==> config.mk <==
export PLATFORM = sky130hd
export DESIGN_NAME = gyro_bias_deadband_integrator
export DESIGN_NICKNAME = d
export VERILOG_FILES = /design/src/hdl/gbdi_pkg.sv /design/src/hdl/gbdi_div.sv /design/src/hdl/gbdi_datapath.sv /design/src/hdl/gbdi_ctrl.sv /design/src/hdl/gyro_bias_deadband_integrator.sv
export SDC_FILE = /design/constraint.sdc
export NUM_CORES = 2
export LEC_CHECK = 0
export ABC_AREA = 1
export BUFFER_PORTS_ARGS = -buffer_cell sky130_fd_sc_hd__buf_2
export CORE_MARGIN = 2
export CORE_UTILIZATION = 45
export CTS_CLUSTER_SIZE = 8
export DETAILED_ROUTE_END_ITERATION = 12
export PLACE_DENSITY_LB_ADDON = 0.2
export SYNTH_ARGS = -nofsm -noshare
export SYNTH_HDL_FRONTEND = slang
export SYNTH_SLANG_ARGS = --single-unit
==> constraint.sdc <==
create_clock -name i_clk -period 9.7 [get_ports i_clk]
set_clock_uncertainty 0.15 [all_clocks]
set_input_delay 0 -clock i_clk [delete_from_list [all_inputs] [get_ports i_clk]]
set_output_delay 0 -clock i_clk [all_outputs]
set_load 0.05 [all_outputs]
==> src/hdl/gbdi_pkg.sv <==
// Shared package for the gyro bias / deadband integrator.
// Widths, reset values, register indexes and controller/datapath structs.
// No dependencies.
`default_nettype none

package gbdi_pkg;

    localparam int TIME_W    = 32;
    localparam int RATE_W    = 16;
    localparam int ANGLE_W   = 32;
    localparam int CFG_W     = 16;
    localparam int CFG_IDX_W = 2;
    localparam int SUM_W     = 48;
    localparam int MAG_W     = RATE_W + 1;
    localparam int MUL_A_W   = RATE_W + 2;          // rate minus bias, signed
    localparam int MUL_B_W   = TIME_W + 1;          // elapsed, zero extended
    localparam int PROD_W    = MUL_A_W + MUL_B_W;
    localparam int DIV_W     = 52;                  // even, holds PROD_W and SUM_W
    localparam int DVSR_W    = 16;
    localparam int REM_W     = DVSR_W + 1;
    localparam int DIV_STEPS = DIV_W / 2;           // two quotient bits per cycle
    localparam int DIV_CNT_W = $clog2(DIV_STEPS + 1);

    localparam int AXIS_SLOTS   = 3;
    localparam int NUM_AXES_DEF = 3;

    localparam logic [CFG_W-1:0]  START_DELAY_RST = 16'd2000;
    localparam logic [CFG_W-1:0]  CALIB_DUR_RST   = 16'd5000;
    localparam logic [DVSR_W-1:0] MS_PER_S        = 16'd1000;

    localparam logic [CFG_IDX_W-1:0] REG_START_DELAY = 2'd0;
    localparam logic [CFG_IDX_W-1:0] REG_CALIB_DUR   = 2'd1;

    typedef enum logic {MUL_CAL, MUL_INT}    t_mul_sel;
    typedef enum logic {DIV_BIAS, DIV_DELTA} t_div_sel;

    typedef struct packed {
        logic     cap;        // capture input item
        logic     eval;       // take elapsed time, update previous time
        logic     axis_clr;
        logic     axis_inc;
        logic     mul_go;
        t_mul_sel mul_sel;
        logic     acc_cal;    // calibration accumulate and peak update
        logic     div_go;
        t_div_sel div_sel;
        logic     bias_ld;
        logic     angle_add;
        logic     emit;
    } t_cmd;

    typedef struct packed {
        logic ignore;
        logic in_calib;
        logic pass;           // current axis is above the deadband
        logic axis_last;
        logic div_busy;
        logic div_done;
        logic out_free;
    } t_sts;

endpackage

`default_nettype wire

==> src/hdl/gbdi_div.sv <==
// Serial signed-by-unsigned divider, two quotient bits per cycle, truncating.
// Depends on gbdi_pkg.
`default_nettype none

module gbdi_div import gbdi_pkg::*; (
    input  wire logic                     i_clk,
    input  wire logic                     i_rst_n,
    input  wire logic                     i_go,
    input  wire logic signed [DIV_W-1:0]  i_dividend,
    input  wire logic [DVSR_W-1:0]        i_divisor,
    output logic                          o_busy,
    output logic                          o_done,
    output logic signed [DIV_W-1:0]       o_quotient
);

    logic                 r_busy;
    logic                 r_done;
    logic                 r_neg;
    logic [DIV_CNT_W-1:0] r_cnt;
    logic [DIV_W-1:0]     r_num;
    logic [REM_W-1:0]     r_rem;
    logic [DVSR_W-1:0]    r_dvsr;
    logic signed [DIV_W-1:0] r_quo;

    logic [DIV_W+REM_W-1:0] n_s1;
    logic [DIV_W+REM_W-1:0] n_s2;

    // one restoring step: shift in next dividend bit, subtract if it fits
    function automatic logic [DIV_W+REM_W-1:0] div_step(
        input logic [REM_W-1:0]  rem,
        input logic [DIV_W-1:0]  num,
        input logic [DVSR_W-1:0] d
    );
        logic [REM_W-1:0] t;
        logic             qb;
        t  = {rem[REM_W-2:0], num[DIV_W-1]};
        qb = (t >= {1'b0, d});
        if (qb) begin
            t = t - {1'b0, d};
        end
        return {t, num[DIV_W-2:0], qb};
    endfunction

    always_comb begin
        n_s1 = div_step(r_rem, r_num, r_dvsr);
        n_s2 = div_step(n_s1[DIV_W+REM_W-1:DIV_W], n_s1[DIV_W-1:0], r_dvsr);
    end

    always_ff @(posedge i_clk) begin
        r_done <= 1'b0;
        if (i_go) begin
            r_busy <= 1'b1;
            r_cnt  <= DIV_CNT_W'(DIV_STEPS);
            r_neg  <= i_dividend[DIV_W-1];
            r_num  <= i_dividend[DIV_W-1] ? DIV_W'(-i_dividend) : i_dividend;
            r_rem  <= '0;
            r_dvsr <= i_divisor;
        end else if (r_busy) begin
            r_num <= n_s2[DIV_W-1:0];
            r_rem <= n_s2[DIV_W+REM_W-1:DIV_W];
            r_cnt <= r_cnt - 1'b1;
            if (r_cnt == DIV_CNT_W'(1)) begin
                r_busy <= 1'b0;
                r_done <= 1'b1;
                r_quo  <= r_neg ? DIV_W'(-n_s2[DIV_W-1:0]) : n_s2[DIV_W-1:0];
            end
        end
        if (!i_rst_n) begin
            r_busy <= 1'b0;
            r_done <= 1'b0;
            r_cnt  <= '0;
        end
    end

    assign o_busy     = r_busy;
    assign o_done     = r_done;
    assign o_quotient = r_quo;

endmodule

`default_nettype wire

==> src/hdl/gbdi_datapath.sv <==
// Datapath: config registers, per-axis calibration and angle state,
// shared multiplier, serial divider and output register.
// Depends on gbdi_pkg and gbdi_div.
`default_nettype none

module gbdi_datapath import gbdi_pkg::*; #(
    parameter int NUM_AXES = NUM_AXES_DEF
) (
    input  wire logic                       i_clk,
    input  wire logic                       i_rst_n,
    input  wire logic                       i_cfg_we,
    input  wire logic [CFG_IDX_W-1:0]       i_cfg_idx,
    input  wire logic [CFG_W-1:0]           i_cfg_data,
    input  wire logic [TIME_W-1:0]          i_time_ms,
    input  wire logic signed [RATE_W-1:0]   i_rate [AXIS_SLOTS],
    input  wire logic                       i_out_ready,
    input  wire t_cmd                       i_cmd,
    output t_sts                            o_sts,
    output logic                            o_out_valid,
    output logic signed [ANGLE_W-1:0]       o_angle [AXIS_SLOTS]
);

    localparam int AXW = (NUM_AXES > 1) ? $clog2(NUM_AXES) : 1;

    logic [CFG_W-1:0]            r_start_delay;
    logic [CFG_W-1:0]            r_calib_dur;
    logic [TIME_W-1:0]           r_time;
    logic signed [RATE_W-1:0]    r_rate  [NUM_AXES];
    logic                        r_started;
    logic [TIME_W-1:0]           r_prev_time;
    logic [TIME_W-1:0]           r_elapsed;
    logic [AXW-1:0]              r_axis;
    logic signed [PROD_W-1:0]    r_prod;
    logic signed [RATE_W-1:0]    r_bias;
    logic signed [SUM_W-1:0]     r_sum   [NUM_AXES];
    logic [RATE_W-1:0]           r_peak  [NUM_AXES];
    logic signed [ANGLE_W-1:0]   r_angle [NUM_AXES];
    logic signed [ANGLE_W-1:0]   r_out   [NUM_AXES];
    logic                        r_out_valid;

    logic signed [RATE_W-1:0]    cur_rate;
    logic signed [MAG_W-1:0]     rate_ext;
    logic [MAG_W-1:0]            mag;
    logic [TIME_W:0]             calib_end;
    logic [TIME_W-1:0]           prev_eff;
    logic [TIME_W-1:0]           n_elapsed;
    logic signed [MUL_A_W-1:0]   mul_a;
    logic signed [MUL_B_W-1:0]   mul_b;
    logic signed [PROD_W-1:0]    mul_p;
    logic signed [DIV_W-1:0]     div_num;
    logic [DVSR_W-1:0]           div_den;
    logic signed [DIV_W-1:0]     div_q;
    logic                        div_busy;
    logic                        div_done;
    logic                        q_fits;
    logic signed [RATE_W-1:0]    bias_clip;
    logic                        out_free;

    assign cur_rate  = r_rate[r_axis];
    assign rate_ext  = MAG_W'(cur_rate);
    assign mag       = rate_ext[MAG_W-1] ? MAG_W'(-rate_ext) : rate_ext;
    assign calib_end = {1'b0, {(TIME_W-CFG_W){1'b0}}, r_start_delay}
                     + {1'b0, {(TIME_W-CFG_W){1'b0}}, r_calib_dur};
    assign prev_eff  = r_started ? r_prev_time : TIME_W'(r_start_delay);
    assign n_elapsed = (r_time >= prev_eff) ? (r_time - prev_eff) : '0;
    assign out_free  = !r_out_valid || i_out_ready;

    always_comb begin
        o_sts           = '0;
        o_sts.ignore    = (r_time <= TIME_W'(r_start_delay));
        o_sts.in_calib  = ({1'b0, r_time} < calib_end);
        o_sts.pass      = (mag > {r_peak[r_axis], 1'b0});
        o_sts.axis_last = (r_axis == AXW'(NUM_AXES - 1));
        o_sts.div_busy  = div_busy;
        o_sts.div_done  = div_done;
        o_sts.out_free  = out_free;
    end

    // shared multiplier operands
    always_comb begin
        case (i_cmd.mul_sel)
            MUL_CAL: mul_a = MUL_A_W'(cur_rate);
            default: mul_a = MUL_A_W'(cur_rate) - MUL_A_W'(r_bias);
        endcase
        mul_b = $signed({1'b0, r_elapsed});
        mul_p = mul_a * mul_b;
    end

    // divider operands: bias = sum / duration, delta = product / 1000
    always_comb begin
        case (i_cmd.div_sel)
            DIV_BIAS: begin
                div_num = DIV_W'(r_sum[r_axis]);
                div_den = (r_calib_dur == '0) ? DVSR_W'(1) : r_calib_dur;
            end
            default: begin
                div_num = DIV_W'(r_prod);
                div_den = MS_PER_S;
            end
        endcase
    end

    // clip quotient to the rate range
    assign q_fits    = (&div_q[DIV_W-1:RATE_W-1]) || !(|div_q[DIV_W-1:RATE_W-1]);
    assign bias_clip = q_fits ? div_q[RATE_W-1:0]
                     : (div_q[DIV_W-1] ? {1'b1, {(RATE_W-1){1'b0}}}
                                       : {1'b0, {(RATE_W-1){1'b1}}});

    gbdi_div u_div (
        .i_clk      (i_clk),
        .i_rst_n    (i_rst_n),
        .i_go       (i_cmd.div_go),
        .i_dividend (div_num),
        .i_divisor  (div_den),
        .o_busy     (div_busy),
        .o_done     (div_done),
        .o_quotient (div_q)
    );

    always_ff @(posedge i_clk) begin
        if (i_cfg_we) begin
            unique case (i_cfg_idx)
                REG_START_DELAY: r_start_delay <= i_cfg_data;
                REG_CALIB_DUR:   r_calib_dur   <= i_cfg_data;
                default: ;
            endcase
        end

        if (i_cmd.cap) begin
            r_time <= i_time_ms;
            for (int a = 0; a < NUM_AXES; a++) begin
                r_rate[a] <= i_rate[a];
            end
        end

        if (i_cmd.eval) begin
            r_started   <= 1'b1;
            r_prev_time <= r_time;
            r_elapsed   <= n_elapsed;
        end

        if (i_cmd.axis_clr) begin
            r_axis <= '0;
        end else if (i_cmd.axis_inc) begin
            r_axis <= r_axis + 1'b1;
        end

        if (i_cmd.mul_go) begin
            r_prod <= mul_p;
        end

        if (i_cmd.acc_cal) begin
            r_sum[r_axis] <= r_sum[r_axis] + r_prod[SUM_W-1:0];
            if (mag > MAG_W'(r_peak[r_axis])) begin
                r_peak[r_axis] <= mag[RATE_W-1:0];
            end
        end

        if (i_cmd.bias_ld) begin
            r_bias <= bias_clip;
        end

        if (i_cmd.angle_add) begin
            r_angle[r_axis] <= r_angle[r_axis] + div_q[ANGLE_W-1:0];
        end

        if (r_out_valid && i_out_ready) begin
            r_out_valid <= 1'b0;
        end
        if (i_cmd.emit) begin
            r_out_valid <= 1'b1;
            for (int a = 0; a < NUM_AXES; a++) begin
                r_out[a] <= r_angle[a];
            end
        end

        if (!i_rst_n) begin
            r_start_delay <= START_DELAY_RST;
            r_calib_dur   <= CALIB_DUR_RST;
            r_started     <= 1'b0;
            r_prev_time   <= '0;
            r_axis        <= '0;
            r_out_valid   <= 1'b0;
            for (int a = 0; a < NUM_AXES; a++) begin
                r_sum[a]   <= '0;
                r_peak[a]  <= '0;
                r_angle[a] <= '0;
            end
        end
    end

    for (genvar g = 0; g < AXIS_SLOTS; g++) begin : g_out
        if (g < NUM_AXES) begin : g_live
            assign o_angle[g] = r_out[g];
        end else begin : g_zero
            assign o_angle[g] = '0;
        end
    end

    assign o_out_valid = r_out_valid;

endmodule

`default_nettype wire

==> src/hdl/gbdi_ctrl.sv <==
// Controller FSM: sequences capture, calibration and integration per axis.
// Depends on gbdi_pkg.
`default_nettype none

module gbdi_ctrl import gbdi_pkg::*; (
    input  wire logic i_clk,
    input  wire logic i_rst_n,
    input  wire logic i_in_valid,
    input  wire t_sts i_sts,
    output logic      o_in_ready,
    output t_cmd      o_cmd
);

    typedef enum logic [3:0] {
        S_IDLE, S_EVAL, S_CMUL, S_CACC, S_TEST,
        S_BWAIT, S_IMUL, S_DGO, S_DWAIT, S_EMIT
    } t_state;

    t_state r_state;
    t_state n_state;

    always_comb begin
        n_state       = r_state;
        o_cmd         = '0;
        o_cmd.mul_sel = MUL_CAL;
        o_cmd.div_sel = DIV_BIAS;
        unique case (r_state)
            S_IDLE: begin
                o_cmd.cap = i_in_valid;
                if (i_in_valid) n_state = S_EVAL;
            end
            S_EVAL: begin
                if (i_sts.ignore) begin
                    n_state = S_IDLE;
                end else begin
                    o_cmd.eval     = 1'b1;
                    o_cmd.axis_clr = 1'b1;
                    n_state        = i_sts.in_calib ? S_CMUL : S_TEST;
                end
            end
            S_CMUL: begin
                o_cmd.mul_go = 1'b1;
                n_state      = S_CACC;
            end
            S_CACC: begin
                o_cmd.acc_cal = 1'b1;
                if (i_sts.axis_last) begin
                    n_state = S_IDLE;
                end else begin
                    o_cmd.axis_inc = 1'b1;
                    n_state        = S_CMUL;
                end
            end
            S_TEST: begin
                if (i_sts.pass) begin
                    o_cmd.div_go = 1'b1;
                    n_state      = S_BWAIT;
                end else if (i_sts.axis_last) begin
                    n_state = S_EMIT;
                end else begin
                    o_cmd.axis_inc = 1'b1;
                end
            end
            S_BWAIT: begin
                if (i_sts.div_done) begin
                    o_cmd.bias_ld = 1'b1;
                    n_state       = S_IMUL;
                end
            end
            S_IMUL: begin
                o_cmd.mul_sel = MUL_INT;
                o_cmd.mul_go  = 1'b1;
                n_state       = S_DGO;
            end
            S_DGO: begin
                o_cmd.div_sel = DIV_DELTA;
                o_cmd.div_go  = 1'b1;
                n_state       = S_DWAIT;
            end
            S_DWAIT: begin
                o_cmd.div_sel = DIV_DELTA;
                if (i_sts.div_done) begin
                    o_cmd.angle_add = 1'b1;
                    if (i_sts.axis_last) begin
                        n_state = S_EMIT;
                    end else begin
                        o_cmd.axis_inc = 1'b1;
                        n_state        = S_TEST;
                    end
                end
            end
            S_EMIT: begin
                if (i_sts.out_free) begin
                    o_cmd.emit = 1'b1;
                    n_state    = S_IDLE;
                end
            end
            default: n_state = S_IDLE;
        endcase
    end

    always_ff @(posedge i_clk) begin
        if (!i_rst_n) begin
            r_state <= S_IDLE;
        end else begin
            r_state <= n_state;
        end
    end

    assign o_in_ready = (r_state == S_IDLE);

endmodule

`default_nettype wire

==> src/hdl/gyro_bias_deadband_integrator.sv <==
// Gyro rate integrator with start delay, bias calibration and deadband.
// Top level: joins gbdi_ctrl and gbdi_datapath; depends on gbdi_pkg.
//
// Usage:
//   Input channel (i_in_valid / o_in_ready) carries a ms timestamp and three
//   signed rates. One item is worked at a time; o_in_ready is high only while
//   the controller is idle.
//   Items at or before start_delay_ms are dropped with no result.
//   Calibration items accumulate rate*elapsed and the peak |rate| per axis,
//   with no result.
//   Later items emit one result on o_out_valid / i_out_ready with the three
//   angles. An axis at or below twice its peak is skipped; an axis that
//   passes takes two runs of the shared serial divider (bias = sum /
//   duration, then delta = product / 1000, each at two quotient bits per
//   cycle).
//   The result sits in an output register; the next item is accepted while
//   it waits. If the receiver stalls, a second result waits in the angle
//   registers until the output register frees; input stays blocked meanwhile.
//   Reset (i_rst_n low, synchronous) restores config defaults (2000 ms delay,
//   5000 ms window) and clears sums, peaks, angles and the start flag.
//   Config writes (i_cfg_we) take effect at once; write only while idle.
`default_nettype none

module gyro_bias_deadband_integrator import gbdi_pkg::*; #(
    parameter int NUM_AXES = NUM_AXES_DEF
) (
    input  wire logic                     i_clk,
    input  wire logic                     i_rst_n,
    input  wire logic                     i_cfg_we,
    input  wire logic [CFG_IDX_W-1:0]     i_cfg_idx,
    input  wire logic [CFG_W-1:0]         i_cfg_data,
    input  wire logic                     i_in_valid,
    output logic                          o_in_ready,
    input  wire logic [TIME_W-1:0]        i_time_ms,
    input  wire logic signed [RATE_W-1:0] i_rate_roll,
    input  wire logic signed [RATE_W-1:0] i_rate_pitch,
    input  wire logic signed [RATE_W-1:0] i_rate_yaw,
    output logic                          o_out_valid,
    input  wire logic                     i_out_ready,
    output logic signed [ANGLE_W-1:0]     o_roll_angle,
    output logic signed [ANGLE_W-1:0]     o_pitch_angle,
    output logic signed [ANGLE_W-1:0]     o_yaw_angle
);

    t_cmd                      cmd;
    t_sts                      sts;
    logic signed [RATE_W-1:0]  rates  [AXIS_SLOTS];
    logic signed [ANGLE_W-1:0] angles [AXIS_SLOTS];

    assign rates[0] = i_rate_roll;
    assign rates[1] = i_rate_pitch;
    assign rates[2] = i_rate_yaw;

    gbdi_ctrl u_ctrl (
        .i_clk      (i_clk),
        .i_rst_n    (i_rst_n),
        .i_in_valid (i_in_valid),
        .i_sts      (sts),
        .o_in_ready (o_in_ready),
        .o_cmd      (cmd)
    );

    gbdi_datapath #(
        .NUM_AXES (NUM_AXES)
    ) u_dp (
        .i_clk       (i_clk),
        .i_rst_n     (i_rst_n),
        .i_cfg_we    (i_cfg_we),
        .i_cfg_idx   (i_cfg_idx),
        .i_cfg_data  (i_cfg_data),
        .i_time_ms   (i_time_ms),
        .i_rate      (rates),
        .i_out_ready (i_out_ready),
        .i_cmd       (cmd),
        .o_sts       (sts),
        .o_out_valid (o_out_valid),
        .o_angle     (angles)
    );

    // roll, pitch, yaw in axis order
    assign o_roll_angle  = angles[0];
    assign o_pitch_angle = angles[1];
    assign o_yaw_angle   = angles[2];

`ifndef SYNTHESIS
    // a pending result is never overwritten
    a_emit_free: assert property (@(posedge i_clk) disable iff (!i_rst_n)
        cmd.emit |-> sts.out_free)
        else $error("result loaded while output register still full");

    // divider is never restarted mid-run
    a_div_idle: assert property (@(posedge i_clk) disable iff (!i_rst_n)
        cmd.div_go |-> !sts.div_busy)
        else $error("divider started while busy");

    // angle update only on a fresh quotient
    a_add_done: assert property (@(posedge i_clk) disable iff (!i_rst_n)
        cmd.angle_add |-> sts.div_done)
        else $error("angle updated without divider result");

    // one item in flight: after a transfer the input closes
    a_one_item: assert property (@(posedge i_clk) disable iff (!i_rst_n)
        (i_in_valid && o_in_ready) |=> !o_in_ready)
        else $error("second item accepted while one is in work");
`endif

endmodule

`default_nettype wire
== Word level (Yosys, flattened, before mapping) ==
Memories as Yosys holds them, arrays and structs flattened. A register that Yosys moved wholly into a read port is not among the register bits.
Cells that the tools add are included.
Word-level totals
  register bits: 347
  memory bits (writable): 432
  bits of input ports: 103
  output and inout bits: 98
  logic and storage cells: 158
  memories: 5
Cells by class
  $add $sub $neg: 12
  multipliers: 1
  order comparisons: 7
  equality and inequality tests: 17
  multiplexer cells: 70
  bitwise operators: 3
  reduce and logical (&&, ||, !) cells: 22
Memory list
  u_dp.r_sum: words 3, bits a word 48, read ports 1, clocked after Yosys merged registers in 1, wr ports 4, line gbdi_datapath.sv:35  | logic signed [SUM_W-1:0] r_sum [NUM_AXES];
  u_dp.r_angle: words 3, bits a word 32, read ports 4, clocked after Yosys merged registers in 1, wr ports 4, line gbdi_datapath.sv:37  | logic signed [ANGLE_W-1:0] r_angle [NUM_AXES];
  u_dp.r_out: words 3, bits a word 32, read ports 3, clocked after Yosys merged registers in 0, wr ports 3, line gbdi_datapath.sv:38  | logic signed [ANGLE_W-1:0] r_out [NUM_AXES];
  u_dp.r_peak: words 3, bits a word 16, read ports 1, clocked after Yosys merged registers in 1, wr ports 4, line gbdi_datapath.sv:36  | logic [RATE_W-1:0] r_peak [NUM_AXES];
  u_dp.r_rate: words 3, bits a word 16, read ports 1, clocked after Yosys merged registers in 1, wr ports 3, line gbdi_datapath.sv:28  | logic signed [RATE_W-1:0] r_rate [NUM_AXES];
Operators with widths (number)
  $mux 52: 5
  $neg 52->52: 2
  $mux 16: 4
  $mul 18x33->51: 1
  $add 48x48->48: 1
  $pmux 4 s10: 1
  $reduce_and 37->1: 1
  $reduce_or 37->1: 1
  $ge 17x16->1: 2
  $lt 32x33->1: 1
  $add 32x32->32: 1
  $ge 32x32->1: 1
  $le 32x16->1: 1
  $mux 1: 32
  $mux 32: 1
  $mux 4: 8
  $sub 16x16->16: 2
  $sub 32x32->32: 1
  $mux 2: 11
  $mux 18: 1
  $add 16x16->17: 1
  $gt 17x16->1: 1
  $gt 17x17->1: 1
  $mux 17: 1
  32 further kinds: 50

== Logic depth before layout (Yosys ltp) ==
  depth in word-level cells: 7
  gate-level depth with buffers: 50
  depth with buffers taken out: 45

== Modules after synthesis ==
From an unflattened synthesis, not the netlist that was laid out.
Second synthesis, totals
  cell total of the unflattened synthesis: 9232
  area, all modules: 70491.4 um2
By module, submodules not included
  gbdi_datapath: times used 1, cells an instance 7886, area each 60042.6 um2, sequential area each 18307.6 um2
  gbdi_div: times used 1, cells an instance 1262, area each 9980.8 um2, sequential area each 4093.9 um2
  gbdi_ctrl: times used 1, cells an instance 84, area each 467.9 um2, sequential area each 80.1 um2

== Worst setup path after synthesis ==
Ideal clock, no wire load.
  path kind: flip-flop to flip-flop
  from: register (tool-made name)
  to: register u_dp.r_prod[37] (data pin)
  library setup time: 265 ps
  arrival time: 7754 ps
  required time: 9285 ps
  setup slack: 1531 ps
  stages on the path, launching flop included: 36
  path buffers: 5
  period minus slack after synthesis: 8169 ps
  path through: dfxtp_1 -> buf_4 -> buf_2 -> buf_2 -> or2_2 -> o211ai_1 -> o21ai_0 -> ha_1 -> nand4_1 -> nor3_1 -> nand2_1 -> o211ai_1 -> a21oi_1 -> nor2_1 -> nand3b_1 -> clkbuf_1 -> buf_1 -> nand3_1 -> fa_1 -> inv_1 -> fa_1 -> fa_1 -> fa_1 -> fa_1 -> inv_1 -> fa_1 -> inv_1 -> ha_1 -> a21oi_1 -> inv_1 -> a21oi_1 -> a21boi_0 -> o21ai_0 -> a21oi_1 -> o21ai_0 -> xor2_1
RTL lines
  end signal: assignment: line gbdi_datapath.sv:149  | r_prod <= mul_p;
  end: declaration: line gbdi_datapath.sv:33  | logic signed [PROD_W-1:0] r_prod;

==> flow_metrics.tcl <==
set metrics [dict create \
    worst_r2r_path_depth 32 \
    critical_path.max_stage_delay_ns 0.56 \
    antenna_found_initial 5 \
    cpMaxStageDelayCell "sky130_fd_sc_hd__fa_1" \
    seq_area_mm2 0.0225 \
    numPortBuffers 200 \
    worstMarginPinSlew_ns 1.33 \
    core_region_area_mm2 0.154 \
    die_height_um 396 \
    async_flop_share 0 \
    class_of_the_tightest_hold_or_removal_check "in2reg" \
    worst_setup_path_end_kind "flop" \
    overall_global_routing_usage 0.284 \
    cts-root-buf "sky130_fd_sc_hd__clkbuf_16" \
    cap_viol_max_count 0 \
    crit_path_max_fanout 40 \
    critical_path_buf_inv_count 7 \
    fin_crit_sh 0.971 \
    dp.final_hpwl_mm 172 \
    tritoncts "built" \
    syn2layout_area_growth_pct 13.5 \
    outcome "complete, no violations" \
    initial_core_util 0.451 \
    min_to "u_dp.r_calib_dur[0]" \
    route.final.wire_length_mm 225 \
    synthesis_warnings 0 \
    clock-sinks 877 \
    setup_violations 0 \
    drt-initial-drc-count 4948 \
    setup_tns_ns 0 \
    hold_path.startpoint "i_cfg_idx[0]" \
    finalCoreUtilization 0.512 \
    cts_buffers 130 \
    final_common_cell "sky130_fd_sc_hd__nand2_1" \
    dpl.cell_count 10800 \
    number_of_flops_mapped_to_enable_cells_by_yosys 492 \
    num_io_pins 201 \
    timing.max_slew.rel_slack 0.107 \
    die-area_mm2 0.157 \
    yosys_register_bits 877 \
    whs_ns 0.193 \
    maxClockFrequency_ghz 0.106 \
    final_cell_mix "sky130_fd_sc_hd__nand2_1 (1,911), sky130_fd_sc_hd__inv_1 (1,582), sky130_fd_sc_hd__o21ai_0 (677)" \
    final_gp_congestion 0.996 \
    yosysSeqAreaShare 0.324 \
    ratio_of_cells_with_drive_above_1_in_the_final_layout 0.0655 \
    floorplan.die.width_um 396 \
    post_drt_via_cell_ratio 5.32 \
    grt_max_degree 123 \
    final_number_of_max_transition_violations 0 \
    drc 0 \
    ys_types 64 \
    routed_wire_length_per_instance_um 20.0 \
    multi_input_area_mm2 0.0394 \
    min_path_cells 5 \
    rsz0062_at_grt "yes" \
    synth_ff_type "sky130_fd_sc_hd__edfxtp_1" \
    reg2reg_slack_ns 0.28 \
    clockBufferDepth 3 \
    crit_type "reg2reg" \
    critical_path_required_ns 10.00 \
    firstDrtPassIters 6 \
    cts.reportedPaths.clkPinSlew_ns 0.05 \
    vias_in_the_first_global_route 59200 \
    num_vias 60000 \
    crit_family "adder cells" \
    row_count 144 \
    fill_cells 15000 \
    gr-total-overflow 0 \
    finalHoldViolCount 0 \
    antenna_left 0 \
    synth_fp_nets 9787 \
    worst_r2r_dst "u_dp.r_prod[43]" \
    layout.cells.non_filler 11300 \
    critPathArrivalTime_ns 9.72 \
    final_net_count 10100 \
    critical_path.startpoint_type "flop" \
    post-route-min-period_ns 9.42 \
    synthesis.instances 8788 \
    synthesis.area_mm2 0.0693 \
    avg_inst_size_synth_um2 7.89 \
    grt_pass1_wl_mm 345 \
    clk-insertion-delay-late_ns 0.78 \
    cts.htree.levels 4 \
]
## per-stage QoR
| stage | worst slack, ns | instance area (µm²) |
|---|---|---|
| 5_1_grt | -0.0428 | 78700 |
| 4_1_cts | 0.0338 | 78500 |
| 2_1_floorplan | 1.53 | 69300 |
| 3_5_place_dp | 0.0807 | 72300 |
| 3_3_place_gp | 0.231 | 72300 |
| 6_report | 0.280 | 78700 |
## worst reg2reg max path, delay by kind of cell (launching register included)
kind | cells | cell delay (ns)
AO/OA/AOI/OAI | 7 | 1.76
buffers and inverters | 7 | 1.37
XOR/XNOR | 1 | 0.23
AND/OR/NAND/NOR | 9 | 1.33
adder cells (fa/ha/maj) | 8 | 3.94
flip-flops | 1 | 0.34
## cell type report
| class | count | share of cell area |
|---|---|---|
| multi-input combinational | 5968 | 0.501 |
| sequential | 877 | 0.286 |
| inverter | 1615 | 0.0774 |
| timing repair buffer | 529 | 0.0515 |
| clock buffer | 213 | 0.0461 |
| tap | 2044 | 0.0325 |
| clock inverter | 18 | 0.00527 |
| antenna | 4 | 0.000127 |
## flip-flops by register name (all words and copies together) (netlist names), 32 cells and up, named ones only
name	count
u_dp.r_elapsed	32
u_dp.r_angle	128
u_dp.u_div.r_num	52
u_dp.r_prev_time	32
u_dp.r_out	96
u_dp.u_div.o_quotient	52
u_dp.r_peak	64
u_dp.r_sum	192
u_dp.r_prod	51
u_dp.r_time	32
u_dp.r_rate	48
## worst max-delay path by stage
stage          cells past startpoint              end  slack [ns]
6_report                          32  u_dp.r_prod[43]        0.28
3_3_place_gp                      40  u_dp.r_prod[42]        0.23
5_1_grt                           37  u_dp.r_prod[42]       -0.04
2_1_floorplan                     35  u_dp.r_prod[37]        1.53
4_1_cts                           41  u_dp.r_prod[42]        0.03
3_5_place_dp                      41  u_dp.r_prod[42]        0.08
## timing repair
item,4_1_cts,5_1_grt
hold endpoints to repair,255,0
endpoints found under the setup margin,0,29
hold buffers,216,0
gates resized for setup,0,18
buffers inserted,0,8
## synthesized netlist by cell type (15+ instances only)
master	instances	area, µm²
sky130_fd_sc_hd__xnor2_1	82	718
sky130_fd_sc_hd__nor2_1	674	2530
sky130_fd_sc_hd__fa_1	487	9750
sky130_fd_sc_hd__buf_1	33	124
sky130_fd_sc_hd__nand4_1	77	482
sky130_fd_sc_hd__a31oi_1	46	288
sky130_fd_sc_hd__nor2_2	17	106
sky130_fd_sc_hd__dfxtp_1	385	7710
sky130_fd_sc_hd__nor4_1	50	313
sky130_fd_sc_hd__nor3_1	73	365
sky130_fd_sc_hd__o21a_1	38	285
sky130_fd_sc_hd__a21oi_1	504	2520
sky130_fd_sc_hd__inv_1	1586	5950
sky130_fd_sc_hd__buf_2	57	285
sky130_fd_sc_hd__nand3b_1	15	113
sky130_fd_sc_hd__a21o_1	23	173
sky130_fd_sc_hd__o21ai_2	23	201
sky130_fd_sc_hd__o21ai_1	45	225
sky130_fd_sc_hd__xor2_1	165	1450
sky130_fd_sc_hd__nand3_1	301	1510
sky130_fd_sc_hd__o21bai_1	194	1460
sky130_fd_sc_hd__ha_1	409	5120
sky130_fd_sc_hd__edfxtp_1	492	14800
sky130_fd_sc_hd__o211ai_1	33	248
sky130_fd_sc_hd__or2_2	30	188
sky130_fd_sc_hd__o21ai_0	681	3410
sky130_fd_sc_hd__clkbuf_1	213	800
sky130_fd_sc_hd__nand2_1	1916	7190
## logic make-up (layout without fill, tap and decap cells)
kind of cell,after synthesis,count (layout),share of synthesized area
buf+inv,1943,2375,0.108
xor+xnor,248,248,0.0315
other cells,1,5,0.0000541
mux,1,1,0.000144
fa+ha+maj,896,896,0.215
flops,877,877,0.324
simple gates,3185,3185,0.188
compound gates,1637,1637,0.133
## metal layers
layer | vias up | wire length, µm | global-route usage
li1 | 28700 | - | -
met1 | 29000 | 99000 | 0.381
met2 | 1851 | 106000 | 0.471
met3 | 317 | 13400 | 0.0410
met4 | 0 | 6880 | 0.0900
met5 | - | 0 | 0
Power is left out: the tool's default activity adds up to more than one toggle a clock period on the data nets, which glitch-free logic cannot reach.
